## src/rtl/lbpg_ram.sv

```systemverilog
// ----------------------------------------------------------------------------
// lbpg_ram: generic single-port-write, single-port-read synchronous RAM
// One write and one read per cycle; read data is registered.
// ----------------------------------------------------------------------------
module lbpg_ram #(
   parameter int WIDTH  = 8,
   parameter int DEPTH  = 16,
   parameter int ADDR_W = (DEPTH > 1) ? $clog2(DEPTH) : 1
) (
   input  logic              clock,
   input  logic              wr_en,
   input  logic [ADDR_W-1:0] wr_addr,
   input  logic [WIDTH-1:0]  wr_data,
   input  logic              rd_en,
   input  logic [ADDR_W-1:0] rd_addr,
   output logic [WIDTH-1:0]  rd_data
);

   logic [WIDTH-1:0] mem_ff [DEPTH];
   logic [WIDTH-1:0] rd_data_ff;

   always_ff @(posedge clock) begin
      if (wr_en) begin
         mem_ff[wr_addr] <= wr_data;
      end
      if (rd_en) begin
         rd_data_ff <= mem_ff[rd_addr];
      end
   end

   assign rd_data = rd_data_ff;

endmodule

```

## config.mk

```make
export PLATFORM = sky130hd
export DESIGN_NAME = lbpg_ram
export DESIGN_NICKNAME = d
export VERILOG_FILES = /design/src/rtl/lbpg_ram.sv
export SDC_FILE = /design/constraint.sdc
export NUM_CORES = 1
export LEC_CHECK = 0
export ABC_CLOCK_PERIOD_IN_PS = 1800
export BUFFER_PORTS_ARGS = -buffer_cell sky130_fd_sc_hd__buf_2
export CORE_MARGIN = 4
export CORE_UTILIZATION = 30
export DETAILED_ROUTE_END_ITERATION = 8
export PLACE_DENSITY = 0.48
export SETUP_SLACK_MARGIN = 0.3
export SLEW_MARGIN = 20
export SYNTH_ARGS = -nofsm -noshare
export SYNTH_HDL_FRONTEND = slang
export SYNTH_SLANG_ARGS = --single-unit
```

## constraint.sdc

```tcl
create_clock -name clock -period 1.8 [get_ports clock]
set_input_delay 0.36 -clock clock [delete_from_list [all_inputs] [get_ports clock]]
set_output_delay 0.36 -clock clock [all_outputs]
set_load 0.05 [all_outputs]
```

==> impl_metrics.tcl <==
set metrics [dict create \
    area_delta_synth_final_pct 22.6 \
    yosysSeqAreaShare_pct 78.1 \
    clock_skew_ns 0.00999 \
    drive_above_1_share_pct 40.9 \
    intPower_mw 5.91 \
    cts_root_buffer "clkbuf_16" \
    drc 0 \
    worst_pin_slew_ns 0.942 \
    cts_setup_buffers 0 \
    power_mw 7.47 \
    crit_arrival_ns 1.64 \
    yosysWarnings 0 \
    hold_violations 0 \
    worstHoldStart "rd_en" \
    r2r-start "mem_ff[3][4]$_DFFE_PP_" \
    start_util_pct 30.4 \
    drt-total-wl_mm 11.0 \
    drv_slew 0 \
    ys_ff_latch 136 \
    place_congestion 0.728 \
    grt_pass1_wl_mm 16.8 \
    cts_buffers 17 \
    gr-total-overflow 0 \
    critPathBufInv 1 \
    worstSetupPathType "reg -> reg" \
    io_buffers 26 \
    cp_data_required_time_ns 1.95 \
    min_period_ns 1.49 \
    num_io_pins 27 \
    grt_util_all_layers_pct 11.9 \
    yosysTopAreaCellShare_pct 78.1 \
    grt_max_degree 26 \
    pre_cts_ws_ns -0.161 \
    drt-wirelength-per-cell_um 20.7 \
    postSynthAreaPerCell_sq_um 22.8 \
    rsz0062_at_grt "true" \
    status "complete, no violations" \
    synth_top_area_cell "edfxtp_1" \
    synth_area_sq_mm 0.00523 \
    max_stage_delay_ns 0.48 \
    cts_buffer_depth 2 \
    antenna_left 0 \
    worst_slack_ns 0.309 \
    first_pass_iters 4 \
    crit_family "multiplexers" \
    die_area_sq_mm 0.0196 \
    clk_pin_slew_ns 0.06 \
    dp_hpwl_mm 7.05 \
    ys_types 18 \
    htree_levels 4 \
    p_seq_share_pct 48.0 \
    syn_nets 248 \
    first_global_vias 2608 \
    pwr-share-comb_pct 5.6 \
    slew_headroom_pct 37.0 \
    power.share.switching_pct 20.9 \
    synth_area_leaders "edfxtp_1, mux4_2, mux4_1" \
    nets 309 \
    powerDensity_mw_per_mm2 1170 \
    cts_hold_buf 0 \
    rows 48 \
    crit_chain "mux4_2, a22oi_1, buf_4, nand2_1" \
    worstSetupStartpoint "mem_ff[3][4]$_DFFE_PP_" \
    fp.dieH_um 140 \
    end_kind "flop" \
    drt_iter0_drc 222 \
    final-setup-viol-count 0 \
    clock_power_share_pct 46.4 \
    routed_via_density 4.65 \
    antenna_found_initial 0 \
    start_kind "flop" \
    coreArea_sq_mm 0.0172 \
    die_w_um 140 \
    crit_fanout 1 \
    p_leak_nw 2.10 \
    insertion_delay_ns 0.41 \
    fin_crit_sh_pct 82.8 \
    min_path_type "in -> reg" \
    fmax_mhz 671 \
    fillerInstances 1596 \
    crit_path_top_delay_cell "mux4_2" \
    clkSinkCount 136 \
    synthCells 229 \
    cts_tree "done" \
    p_switching_mw 1.56 \
    vdd_drop_max_mv 0.684 \
    maxCapViolations 0 \
    vias 2456 \
    n_antenna_cell 0 \
]
final timing paths:
path | slack (ns) | to | depth (start not counted)
hold / removal | 0.33 | rd_data[6]$_DFFE_PP_ | 1
hold reg to reg | 0.75 | rd_data[7]$_DFFE_PP_ | 3
setup reg to reg | 0.31 | rd_data[4]$_DFFE_PP_ | 4
setup / recovery | 0.31 | rd_data[4]$_DFFE_PP_ | 4
registers in the layout, indices dropped and copies added, names as in the netlist:
register / cells
rd_data: 8
mem_ff: 128
cells by family after synthesis:
logic type / Yosys count / synth area share, %
AOI/OAI and AO/OA: 16 / 2.30
DFF: 136 / 78.1
and+or+nand+nor: 35 / 3.14
muxes: 32 / 14.8
buffers and inverters: 10 / 1.65
worst reg2reg max path: stages, from the launching register on:
cell,delay [ns]
edfxtp_1,0.35
mux4_2,0.48
a22oi_1,0.19
buf_4,0.15
nand2_1,0.06
area by class of cell:
type	instances	area, sq um	share of cell area [%]
clock inverters	15	176	2.75
flip-flops and latches	136	4080	63.7
well taps	225	282	4.39
multi-input cells	83	1050	16.3
clock buffers	17	425	6.64
repair buffers	52	395	6.17
power by group through the flow:
stage | registers (mW) | logic [mW] | clock network [mW]
global route | 3.59 | 0.455 | 3.69
detailed placement | 3.65 | 0.414 | 0
CTS | 3.59 | 0.419 | 3.54
global placement | 3.65 | 0.407 | 0
floorplan | 3.70 | 0.197 | 0
finish | 3.59 | 0.421 | 3.46
metal layers:
metal / wire length [um] / GRT usage (%)
met1: 5320 / 17.4
met3: 436 / 3.04
met2: 5040 / 17.0
met4: 155 / 4.74
met5: 0 / 0
through the flow:
stage | cells | utilization, % | instance area [sq um] | hold slack [ns] | setup TNS (ns)
2_1_floorplan | 229 | - | 5230 | 0.459 | 0
4_1_cts | 527 | 37.1 | 6370 | 0.315 | 0
3_5_place_dp | 495 | 33.5 | 5760 | 0.740 | -0.653
5_1_grt | 528 | 37.3 | 6410 | 0.323 | 0
6_report | 528 | 37.3 | 6410 | 0.332 | 0
3_3_place_gp | 495 | 33.5 | 5760 | 0.726 | -0.554
cell usage in the layout, fill, tap and decap left out, types with 4 or more instances in the layout:
cell type   count
nor2_1         13
clkbuf_16      18
buf_4          21
clkinvlp_4      6
a22oi_2         4
nand2_1         8
mux4_2         31
edfxtp_1      136
buf_2          25
a22oi_1        12
buf_12          4
cells in the mapped netlist:
cell type and number:
nand3b_1 2, nor2b_1 1, and2b_1 1, nor3_1 4, nand3_1 1, edfxtp_1 136
and2_1 1, a22oi_1 16, mux4_1 14, or3b_2 1, nand2_1 9, buf_4 1
mux4_2 18, nor2_1 13, buf_2 3, clkdlybuf4s25_2 3, nand2b_1 2, buf_6 3
what timing repair did:
| item | in CTS | in global routing |
|---|---|---|
| cloned | 0 | 1 |
| endpoints found under the setup margin | 3 | 7 |
| pin swaps | 0 | 1 |
| gates resized for setup | 3 | 3 |
No activity file was read; power rests on OpenSTA's default activity.
