## src/rtl/lbpg_pkg.sv

```systemverilog
// ----------------------------------------------------------------------------
// lbpg_pkg: shared types and constants of the load-based p-state governor
// Holds the per-CPU record layout, register indexes, reset values and the
// structs that pass between the control path and the decision logic.
// ----------------------------------------------------------------------------
package lbpg_pkg;

   localparam int CPU_INDEX_W = 4;
   localparam int CPU_SLOTS   = 2 ** CPU_INDEX_W;
   localparam int TIME_W      = 64;
   localparam int PSTATE_W    = 3;
   localparam int LOW_W       = 32;
   localparam int FAST_W      = 5;
   localparam int DELAY_W     = 16;
   localparam int GAIN_W      = 8;
   localparam int PROD_W      = FAST_W + GAIN_W;
   localparam int BOUND_W     = ((DELAY_W > PROD_W) ? DELAY_W : PROD_W) + 1;
   localparam int CSR_INDEX_W = 3;
   localparam int CSR_DATA_W  = 64;

   // Register indexes on the configuration port.
   localparam logic [CSR_INDEX_W-1:0] CSR_WINDOW_LENGTH   = 3'd0;
   localparam logic [CSR_INDEX_W-1:0] CSR_STEP_UP_BUSY    = 3'd1;
   localparam logic [CSR_INDEX_W-1:0] CSR_STEP_DOWN_BUSY  = 3'd2;
   localparam logic [CSR_INDEX_W-1:0] CSR_STATE_LIMIT     = 3'd3;
   localparam logic [CSR_INDEX_W-1:0] CSR_STEP_DOWN_DELAY = 3'd4;
   localparam logic [CSR_INDEX_W-1:0] CSR_MULTI_CPU_GAIN  = 3'd5;

   // Register reset values.
   localparam logic [TIME_W-1:0]   RST_WINDOW_LENGTH   = 64'd100000000;
   localparam logic [TIME_W-1:0]   RST_STEP_UP_BUSY    = 64'd70000000;
   localparam logic [TIME_W-1:0]   RST_STEP_DOWN_BUSY  = 64'd30000000;
   localparam logic [PSTATE_W-1:0] RST_STATE_LIMIT     = 3'd2;
   localparam logic [DELAY_W-1:0]  RST_STEP_DOWN_DELAY = 16'd4;
   localparam logic [GAIN_W-1:0]   RST_MULTI_CPU_GAIN  = 8'd1;

   localparam logic [0:0] FUNC_IDLE_EXIT = 1'b0;
   localparam logic [0:0] FUNC_RESET_CPU = 1'b1;

   localparam logic [LOW_W-1:0] LOW_MAX = '1;

   typedef struct packed {
      logic [TIME_W-1:0]   total_accum;
      logic [TIME_W-1:0]   idle_accum;
      logic [TIME_W-1:0]   last_start;
      logic [LOW_W-1:0]    low_load_count;
      logic [PSTATE_W-1:0] cpu_state;
   } lbpg_rec_type;

   localparam int REC_W = $bits(lbpg_rec_type);

   // Everything the decision stage needs about one request.
   typedef struct packed {
      logic                func;
      logic                in_range;
      logic                window_done;
      logic [TIME_W-1:0]   busy_ticks;
      logic [BOUND_W-1:0]  bound;
      logic [TIME_W-1:0]   total_sum;
      logic [TIME_W-1:0]   idle_sum;
      logic [TIME_W-1:0]   wake_time;
      logic                counted;
      logic [FAST_W-1:0]   fast_count;
      lbpg_rec_type        rec;
   } lbpg_eval_type;

   typedef struct packed {
      logic                state_write;
      logic                counted;
      logic [FAST_W-1:0]   fast_count;
      lbpg_rec_type        rec;
   } lbpg_decision_type;

endpackage

```

## src/rtl/lbpg_decide.sv

```systemverilog
// ----------------------------------------------------------------------------
// lbpg_decide: load decision and state request for one CPU record
// Compares the window's busy time with the thresholds, updates the low-load
// count, clamps the requested state and keeps the fast-CPU count in step.
// ----------------------------------------------------------------------------
module lbpg_decide (
   input  lbpg_pkg::lbpg_eval_type              ev,
   input  logic [lbpg_pkg::TIME_W-1:0]          step_up_busy,
   input  logic [lbpg_pkg::TIME_W-1:0]          step_down_busy,
   input  logic [lbpg_pkg::PSTATE_W-1:0]        state_limit,
   output lbpg_pkg::lbpg_decision_type          dec
);
   import lbpg_pkg::*;

   logic                  want_valid;
   logic [PSTATE_W:0]     want;
   logic [PSTATE_W:0]     clamped;
   logic [LOW_W-1:0]      low_inc;
   logic [PSTATE_W-1:0]   cur;

   always_comb begin
      dec        = '0;
      dec.rec    = ev.rec;
      dec.counted    = ev.counted;
      dec.fast_count = ev.fast_count;
      cur        = ev.rec.cpu_state;
      want_valid = 1'b0;
      want       = '0;
      clamped    = '0;
      low_inc    = (ev.rec.low_load_count == LOW_MAX) ? ev.rec.low_load_count
                                                      : ev.rec.low_load_count + 1'b1;

      if (ev.in_range) begin
         if (ev.func == FUNC_RESET_CPU) begin
            if (state_limit != '0) begin
               dec.rec.cpu_state = '0;
               dec.state_write   = 1'b1;
               if (!ev.counted) begin
                  dec.counted    = 1'b1;
                  dec.fast_count = ev.fast_count + 1'b1;
               end
            end
         end else begin
            dec.rec.total_accum = ev.total_sum;
            dec.rec.idle_accum  = ev.idle_sum;
            dec.rec.last_start  = ev.wake_time;
            if (ev.window_done) begin
               if (ev.busy_ticks > step_up_busy) begin
                  want_valid = 1'b1;
                  want       = (cur != '0) ? {1'b0, cur - 1'b1} : '0;
                  dec.rec.low_load_count = '0;
               end else if (ev.busy_ticks < step_down_busy) begin
                  if (low_inc > LOW_W'(ev.bound)) begin
                     dec.rec.low_load_count = '0;
                     want_valid = 1'b1;
                     want       = {1'b0, cur} + 1'b1;
                  end else begin
                     dec.rec.low_load_count = low_inc;
                  end
               end
               dec.rec.total_accum = '0;
               dec.rec.idle_accum  = '0;
            end

            // Clamp to the limit; only an actual change is written.
            clamped = (want > {1'b0, state_limit}) ? {1'b0, state_limit} : want;
            if (want_valid && state_limit != '0 && clamped[PSTATE_W-1:0] != cur) begin
               dec.rec.cpu_state = clamped[PSTATE_W-1:0];
               dec.state_write   = 1'b1;
               if (clamped == '0) begin
                  if (!ev.counted) begin
                     dec.counted    = 1'b1;
                     dec.fast_count = ev.fast_count + 1'b1;
                  end
               end else if (ev.counted) begin
                  dec.counted = 1'b0;
                  if (ev.fast_count != '0) begin
                     dec.fast_count = ev.fast_count - 1'b1;
                  end
               end
            end
         end
      end
   end

endmodule

```

## config.mk

```make
export PLATFORM = sky130hd
export DESIGN_NAME = lbpg_decide
export DESIGN_NICKNAME = d
export VERILOG_FILES = /design/src/rtl/lbpg_pkg.sv /design/src/rtl/lbpg_decide.sv
export SDC_FILE = /design/constraint.sdc
export NUM_CORES = 1
export LEC_CHECK = 0
export BUFFER_PORTS_ARGS = -buffer_cell sky130_fd_sc_hd__buf_4
export CAP_MARGIN = 40
export CORE_AREA = 4 4 339 341
export DETAILED_ROUTE_END_ITERATION = 10
export DIE_AREA = 0 0 343 345
export GPL_TIMING_DRIVEN = 0
export SYNTH_ARGS = -nofsm -noshare
export SYNTH_HDL_FRONTEND = slang
export SYNTH_SLANG_ARGS = --single-unit
```

## constraint.sdc

```tcl
create_clock -name vclk -period 10.3
set_input_delay 0.515 -clock vclk [all_inputs]
set_output_delay 0.515 -clock vclk [all_outputs]
set_load 0.05 [all_outputs]
```

==> results of run 1 <==
==> kinds of logic after synthesis <==
logic type                 count (synthesis)
AOI/OAI and AO/OA                        210
xor gates and xnor gates                  29
adders and majority gates                154
buffers and inverters                    251
muxes                                      9
and+or+nand+nor                          837
==> Yosys cell counts (all sizes together) (8+ instances only) <==
cell type  number
a211oi         10
a21o           10
a21oi          59
a31oi           9
a32o           14
and2           12
buf            13
clkbuf         63
ha            154
inv           174
nand2         516
nand3          32
nand3b        130
nand4          42
nor2           31
nor2b          10
nor3           18
nor4           12
o21ai          55
xnor2          21
xor2            8
==> cell type report <==
class,instances,area (sq um)
plain buffers,76,299
multi-input cells,1239,7740
diodes,22,55.1
repair buffers,878,6640
inverters,175,657
well taps,1500,1880
fillers,13100,94600
==> metal layers <==
metal,part of all wire (%),track usage [%]
met1,38,20.8
met5,0.046,0
met3,11,5.61
met2,48,30.6
met4,2.8,4.26
==> tightest hold or removal path, cell delays in order <==
cell and delay, ps:
buf_4 80, nand2_1 40, nand2_1 50, buf_4 190
==> metrics by stage <==
step | cells | util [%] | setup slack, ps
after floorplan | 1490 | - | 2570
after global placement | 3859 | 15.3 | 1920
after detailed placement | 3868 | 15.4 | 1750
after CTS | 3868 | 15.4 | 1710
after global routing | 3879 | 15.4 | 1160
final | 3890 | 15.4 | 1620
==> power by group <==
part | switching [mW] | leakage, nW | internal (mW)
Clock | 0 | 0.000137 | 0.000000229
Sequential | 0 | 0 | 0
Combinational | 0.689 | 9.13 | 0.379
==> final timing paths <==
check | start | endpoint | cells after the start
max | ev[11] | dec[229] | 32
min | ev[116] | dec[116] | 4
==> results.cfg, run 1 <==
[drt]
drcViolationCount = 0
vias = 14600
first_iter_violations = 1003
ant_nets = 0
drtPass1Iterations = 5
via_per_inst = 3.74
drt-wirelength-per-cell_um = 28.6
totalWireLength_um = 111000

[finish]
final_nets = 3164
drive_gt1_share_pct = 37.9
final_common_cell = buf_4
final_cell_mix = buf_4, nand2_1, inv_1
seq_area_sq_um = 0
clock_buffers = 0
area_delta_synth_final_pct = 98.5
finalInstanceArea_sq_um = 17300
nFlopsAndLatches = 0

[floorplan]
die_x_um = 343
num_rows = 123
dieArea_sq_um = 118000
io-pin-count = 874
dieHeight_um = 345
coreArea_sq_um = 112000
initial_core_util_pct = 7.77

[critical_path]
cp_top_family = compound AO/OA/AOI/OAI gates
crit_fanout = 10
worstPathRequired_ps = 9790
cp.buffers_inverters = 6
slowest_delay_ps = 550
critical_path_class = in2out
crit_path_end_kind = output pin
arrival_ps = 8160
critPathLaunchType = primary input
crit_slowest_cell = or4_1

[clocking]
ctsResizeCount = 0
post-cts-setup-buffers = 0
ctsHoldBuffers = 0

[global_route]
overflow = 0
grtUsageTotal_pct = 17.6
antenna_found_initial = 67
grt_pass1_wl_um = 138000
grt_pass1_vias = 14300
grt_start_max_net_pins = 11

[synth]
synth_compound_area_share_pct = 16.3
syn_nets = 2284
synth_area_leader_cell = nand2_1
ys_seq_area_share_pct = 0
synth.top_cells.by_area = nand2_1, ha_1, nand3b_1
yosys.area_share.simple_pct = 46.5
synthAdderAreaFrac_pct = 22.2
synth_cell_type_count = 71
synthMuxAreaShare_pct = 1.06
syn_area_per_cell_sq_um = 5.84
synth_cells = 1490
synth-xor-area-share_pct = 2.92
synth_top_family_by_area = simple AND/OR/NAND/NOR gates
ys_warn_count = 0
synth_top_area_share_pct = 22.3
syn-cell-area_sq_um = 8700

[sta]
timing.hold.ws_ps = 1380
rsz0062_at_grt = false
tightest_slew_ps = 912
tns_ps = 0
maxSlewViolCount = 0
period_share_pct = 84.2
slew_headroom_pct = 38.7
hold_viol = 0
min_period_ps = 8680
setup_viol = 0
max_freq_mhz = 115

[pwr]
finalPower_mw = 1.07
p_leak_nw = 9.13
pwr_density_cell_nw_per_um2 = 61.8
peakVddDrop_v = 0.0000306

[placement]
place.gp.congestion = 1.03
dp_hpwl_um = 104000
placed_cell_area_sq_um = 17200
portBuffers = 869

[outcome]
status = finished, final reports clean

[hold_path]
hold_class = in2out

[flow_run]
cap_viol_max_count = 0
Power figures use the tool's default switching activity.
==> run 2: changes to the inputs <==
--- a/config.mk
+++ b/config.mk
@@ -5,11 +5,12 @@
 export SDC_FILE = /design/constraint.sdc
 export NUM_CORES = 1
 export LEC_CHECK = 0
+export ABC_AREA = 1
 export BUFFER_PORTS_ARGS = -buffer_cell sky130_fd_sc_hd__buf_4
 export CAP_MARGIN = 40
-export CORE_AREA = 4 4 339 341
+export CORE_AREA = 4 4 334 336
 export DETAILED_ROUTE_END_ITERATION = 10
-export DIE_AREA = 0 0 343 345
+export DIE_AREA = 0 0 338 340
 export GPL_TIMING_DRIVEN = 0
 export SYNTH_ARGS = -nofsm -noshare
 export SYNTH_HDL_FRONTEND = slang
==> constraint.sdc (replaced) <==
create_clock -name vclk -period 7.6
set_input_delay 0.38 -clock vclk [all_inputs]
set_output_delay 0.38 -clock vclk [all_outputs]
set_load 0.05 [all_outputs]
==> run 2 against run 1 <==
Flip-flop and latch count did not move. Largest cell class unchanged. Count of clock-buffer cells in the layout stayed put. Total power up 39%. Routed wire length rose by 5.9%. Largest power group unchanged. First-iteration DRC count rose by 6.6%. Critical path type unchanged. Synthesized cell count increased by 22%. Worst hold slack got worse by 260 ps. Die area decreased by 2.9%. Critical endpoint is now dec[231]. Global-route usage increased by 1.7 points.
==> results.cfg, run 2 <==
[outcome]
status = finished, final reports clean

[synth]
synth_area_leader_cell = nand2_1
synth.top_cells.by_area = nand2_1, ha_1, inv_1
synth_cells = 1821
ys_warn_count = 0
yosysMostFrequentCell = nand2_1
ys_top_cells_by_count = nand2_1, inv_1, nand3_1
synth_top_area_share_pct = 30.8
syn-cell-area_sq_um = 9130
ys_seq_area_share_pct = 0
syn_nets = 2615
syn_area_per_cell_sq_um = 5.01
synth_cell_type_count = 37

[floorplan]
die_x_um = 338
num_rows = 121
dieArea_sq_um = 115000
io-pin-count = 874
initial_core_util_pct = 8.41
dieHeight_um = 340
coreArea_sq_um = 109000

[critical_path]
crit_path_end_kind = output pin
crit_top_cell = nand2_1
worstPathRequired_ps = 7220
critical_path_class = in2out
cp.buffers_inverters = 7
cp_top_family = simple AND/OR/NAND/NOR gates
critPathLaunchType = primary input
arrival_ps = 6240
crit_slowest_cell = a21oi_1
crit_fanout = 10
slowest_delay_ps = 330

[flow_run]
cap_viol_max_count = 0

[placement]
portBuffers = 872
place.gp.congestion = 1.03
dp_hpwl_um = 110000

[pwr]
p_seq_share_pct = 0
pwr_density_cell_nw_per_um2 = 84.7
combPwrFrac_pct = 100.0
peakVddDrop_v = 0.0000460
p_leak_nw = 9.98
intPower_mw = 0.510
pwr-share-clk_pct = 0
power_switching_mw = 0.975
switching_share_pct = 65.7

[drt]
first_iter_violations = 1069
drtPass1Iterations = 5
drcViolationCount = 0
vias = 15900
drt-wirelength-per-cell_um = 28.5
totalWireLength_um = 118000
ant_nets = 0
via_per_inst = 3.85

[sta]
rsz0062_at_grt = false
max_freq_mhz = 151
tns_ps = 0
period_share_pct = 87.1
tightest_slew_ps = 929
timing.hold.ws_ps = 1120
slew_headroom_pct = 38.1
min_period_ps = 6620
maxSlewViolCount = 0
hold_viol = 0
setup_viol = 0

[finish]
clock_buffers = 0
final_cell_mix = buf_4, nand2_1, inv_1
final_core_util_pct = 16.2
nFlopsAndLatches = 0
final_nets = 3494
area_delta_synth_final_pct = 92.2
final_common_cell = buf_4
fillers = 12800
drive_gt1_share_pct = 34.0
seq_area_sq_um = 0

[clocking]
ctsResizeCount = 0
post-cts-setup-buffers = 0
ctsHoldBuffers = 0

[global_route]
grtUsageTotal_pct = 19.3
grt_start_max_net_pins = 11
antenna_found_initial = 76
grt_pass1_wl_um = 147000
overflow = 0
grt_pass1_vias = 15700

[hold_path]
whs_path_depth = 4
hold_class = in2out
worstHoldStart = ev[115]
holdPathEnd = dec[115]
[run 2: final cells by class]
cell class                      instances  area, sq um  share of cell area, %
Multi-Input combinational cell       1498         7910                   45.1
Antenna cell                           19         47.5                  0.271
Inverter                              254          953                   5.44
Buffer                                 69          263                   1.50
Timing Repair Buffer                  877         6600                   37.6
Tap cell                             1414         1770                   10.1
[run 2: how the worst max path moves through the flow]
stage / depth (start not counted) / slack [ps] / from / end
after floorplan: 38 / 2110 / ev[3] / dec[232]
after global placement: 38 / 970 / ev[4] / dec[231]
after detailed placement: 38 / 930 / ev[3] / dec[231]
after CTS: 38 / 910 / ev[3] / dec[231]
after global routing: 42 / 390 / ev[3] / dec[231]
final: 38 / 980 / ev[4] / dec[231]
[run 2: stage by stage]
step                area [sq um]  power (mW)  setup slack, ps  cells
global placement           17400        1.48              969   4107
floorplan                   9130       0.757             2110   1821
detailed placement         17500        1.49              932   4112
CTS                        17500        1.50              908   4112
finish                     17500        1.49              981   4131
global route               17500        1.60              393   4120
[run 2: per-layer routing]
metal / vias up / GRT usage (%) / share of wire (%)
met5: - / 0 / 0.068
met4: 12 / 2.58 / 1.7
met3: 128 / 5.50 / 8.4
met2: 728 / 36.4 / 51
met1: 7435 / 21.7 / 38
li1: 7598 / - / -
[run 2: power by group through the flow]
| stage | Combinational (mW) | Clock [mW] | Sequential [mW] |
|---|---|---|---|
| after floorplan | 0.757 | 0 | 0 |
| after global placement | 1.48 | 0 | 0 |
| after detailed placement | 1.49 | 0 | 0 |
| after CTS | 1.50 | 0 | 0 |
| after global routing | 1.60 | 0.000000143 | 0 |
| final | 1.49 | 0.000000334 | 0 |
[run 2: cells by family after synthesis]
kind of cell,after synthesis,share of synthesized area (%)
simple gates,1126,51.7
buf+inv,323,13.3
compound gates,198,12.0
fa+ha+maj,154,21.1
xor+xnor,20,1.92
==> run 3: changes to the inputs <==
--- a/config.mk
+++ b/config.mk
@@ -5,12 +5,11 @@
 export SDC_FILE = /design/constraint.sdc
 export NUM_CORES = 1
 export LEC_CHECK = 0
-export ABC_AREA = 1
 export BUFFER_PORTS_ARGS = -buffer_cell sky130_fd_sc_hd__buf_4
 export CAP_MARGIN = 40
-export CORE_AREA = 4 4 334 336
+export CORE_AREA = 4 4 340 342
 export DETAILED_ROUTE_END_ITERATION = 10
-export DIE_AREA = 0 0 338 340
+export DIE_AREA = 0 0 344 346
 export GPL_TIMING_DRIVEN = 0
 export SYNTH_ARGS = -nofsm -noshare
 export SYNTH_HDL_FRONTEND = slang
==> run 3 against run 2 <==
Non-clock buffer count increased by 25. Die area increased by 3.6%. Final area decreased by 0.19%.
==> results.cfg, run 3 (synthesis results as in run 1) <==
[sta]
setup_viol = 0
period_share_pct = 95.8
max_freq_mhz = 137
hold_viol = 0
slew_headroom_pct = 42.4
min_period_ps = 7280
tightest_slew_ps = 857
timing.hold.ws_ps = 1100
maxSlewViolCount = 0
setup_ws_ps = 319
rsz0062_at_grt = true

[finish]
nFlopsAndLatches = 0
final_core_util_pct = 15.6
clock_buffers = 0
final_common_cell = buf_4
final_nets = 3181
fillers = 13100
drive_gt1_share_pct = 39.0
final_cell_mix = buf_4, nand2_1, inv_1
seq_area_sq_um = 0
final_cells = 3896
area_delta_synth_final_pct = 101

[pwr]
peakVddDrop_v = 0.0000524
p_leak_nw = 9.26
switching_share_pct = 63.7
power_switching_mw = 0.939
p_seq_share_pct = 0
intPower_mw = 0.536
pwr-share-clk_pct = 0
combPwrFrac_pct = 100.0
pwr_density_cell_nw_per_um2 = 84.2

[global_route]
grt_pass1_wl_um = 133000
grt_start_max_net_pins = 11
antenna_found_initial = 33
grtUsageTotal_pct = 16.6
grt_pass1_vias = 14700
overflow = 0

[drt]
drtPass1Iterations = 5
totalWireLength_um = 106000
drt-wirelength-per-cell_um = 27.2
vias = 14600
highest_layer = met5
via_per_inst = 3.74
wl_met3_um = 10400
ant_nets = 0
drcViolationCount = 0
wl_met2_um = 52100
first_iter_violations = 1045
wl_met1_um = 41900

[critical_path]
critical_path_class = in2out
crit_slowest_cell = or4_4
crit_path_end_kind = output pin
arrival_ps = 6900
critPathLaunchType = primary input
worstPathRequired_ps = 7220
crit_fanout = 9
slowest_delay_ps = 530

[placement]
dp_hpwl_um = 98700
place.gp.congestion = 1.02
portBuffers = 869
pre_cts_slack_ps = -573
place_inst = 3871

[hold_path]
worstHoldStart = ev[113]
whs_path_depth = 4
holdPathEnd = dec[113]
hold_class = in2out

[floorplan]
io-pin-count = 874
dieArea_sq_um = 119000
num_rows = 123
initial_core_util_pct = 7.74
dieHeight_um = 346
coreArea_sq_um = 112000
die_x_um = 344

[clocking]
ctsHoldBuffers = 0

[flow_run]
cap_viol_max_count = 0

[outcome]
status = finished, final reports clean
==> run 3: cell types whose count changed in the layout (fill, tap and decap cells not counted), sizes merged, moves of 12 or more <==
cell / change
inv: -78
buf: +26
a22oi: -13
xnor2: +19
nor2: -96
nand2: -251
a21oi: -37
nand4: +13
nand3: -151
a32o: +14
and2: +12
nand3b: +128
==> run 3: area by class of cell <==
class / count / area (sq um) / area share (%)
Antenna cell: 11 / 27.5 / 0.157
Buffer: 76 / 305 / 1.74
Inverter: 175 / 657 / 3.75
Multi-Input combinational cell: 1239 / 7850 / 44.8
Tap cell: 1500 / 1880 / 10.7
Timing Repair Buffer: 895 / 6790 / 38.8
==> run 3: how the worst max path moves through the flow <==
stage	cells past startpoint	start	endpoint	slack [ps]
2_1_floorplan	30	ev[20]	dec[229]	140
3_3_place_gp	32	ev[20]	dec[227]	-570
3_5_place_dp	32	ev[14]	dec[227]	-570
4_1_cts	31	ev[14]	dec[227]	40
5_1_grt	32	ev[14]	dec[227]	-30
6_report	31	ev[14]	dec[227]	320
==> run 3: per-stage QoR <==
| step | TNS [ps] | power [mW] | cell area (sq um) |
|---|---|---|---|
| floorplan | 0 | 0.713 | 8700 |
| global placement | -3950 | 1.44 | 17100 |
| detailed placement | -4210 | 1.45 | 17200 |
| CTS | 0 | 1.46 | 17300 |
| global route | -60.7 | 1.57 | 17500 |
| finish | 0 | 1.47 | 17500 |
==> run 3: per-layer routing <==
layer | global-route usage, % | vias up
met5 | 0 | -
met2 | 29.3 | 746
met3 | 5.56 | 70
met1 | 19.6 | 6864
met4 | 2.69 | 2
li1 | - | 6875
==> run 3: power groups by stage <==
| stage | logic (mW) | clock network [mW] | registers (mW) |
|---|---|---|---|
| 2_1_floorplan | 0.713 | 0 | 0 |
| 3_3_place_gp | 1.44 | 0 | 0 |
| 3_5_place_dp | 1.45 | 0 | 0 |
| 4_1_cts | 1.46 | 0 | 0 |
| 5_1_grt | 1.57 | 0.000000110 | 0 |
| 6_report | 1.47 | 0.000000204 | 0 |
==> run 3: worst max-delay path: cells and delay by family <==
family	cells	cell delay, ps
compound gates	10	1900
xor+xnor	2	350
fa+ha+maj	2	630
buf+inv	6	920
simple gates	11	2730
==> run 3: repair_timing <==
action,in CTS,in global routing
gates cloned,0,0
buffers inserted,4,10
pin swaps,4,18
setup endpoints to repair,10,10
gates resized for setup,6,23
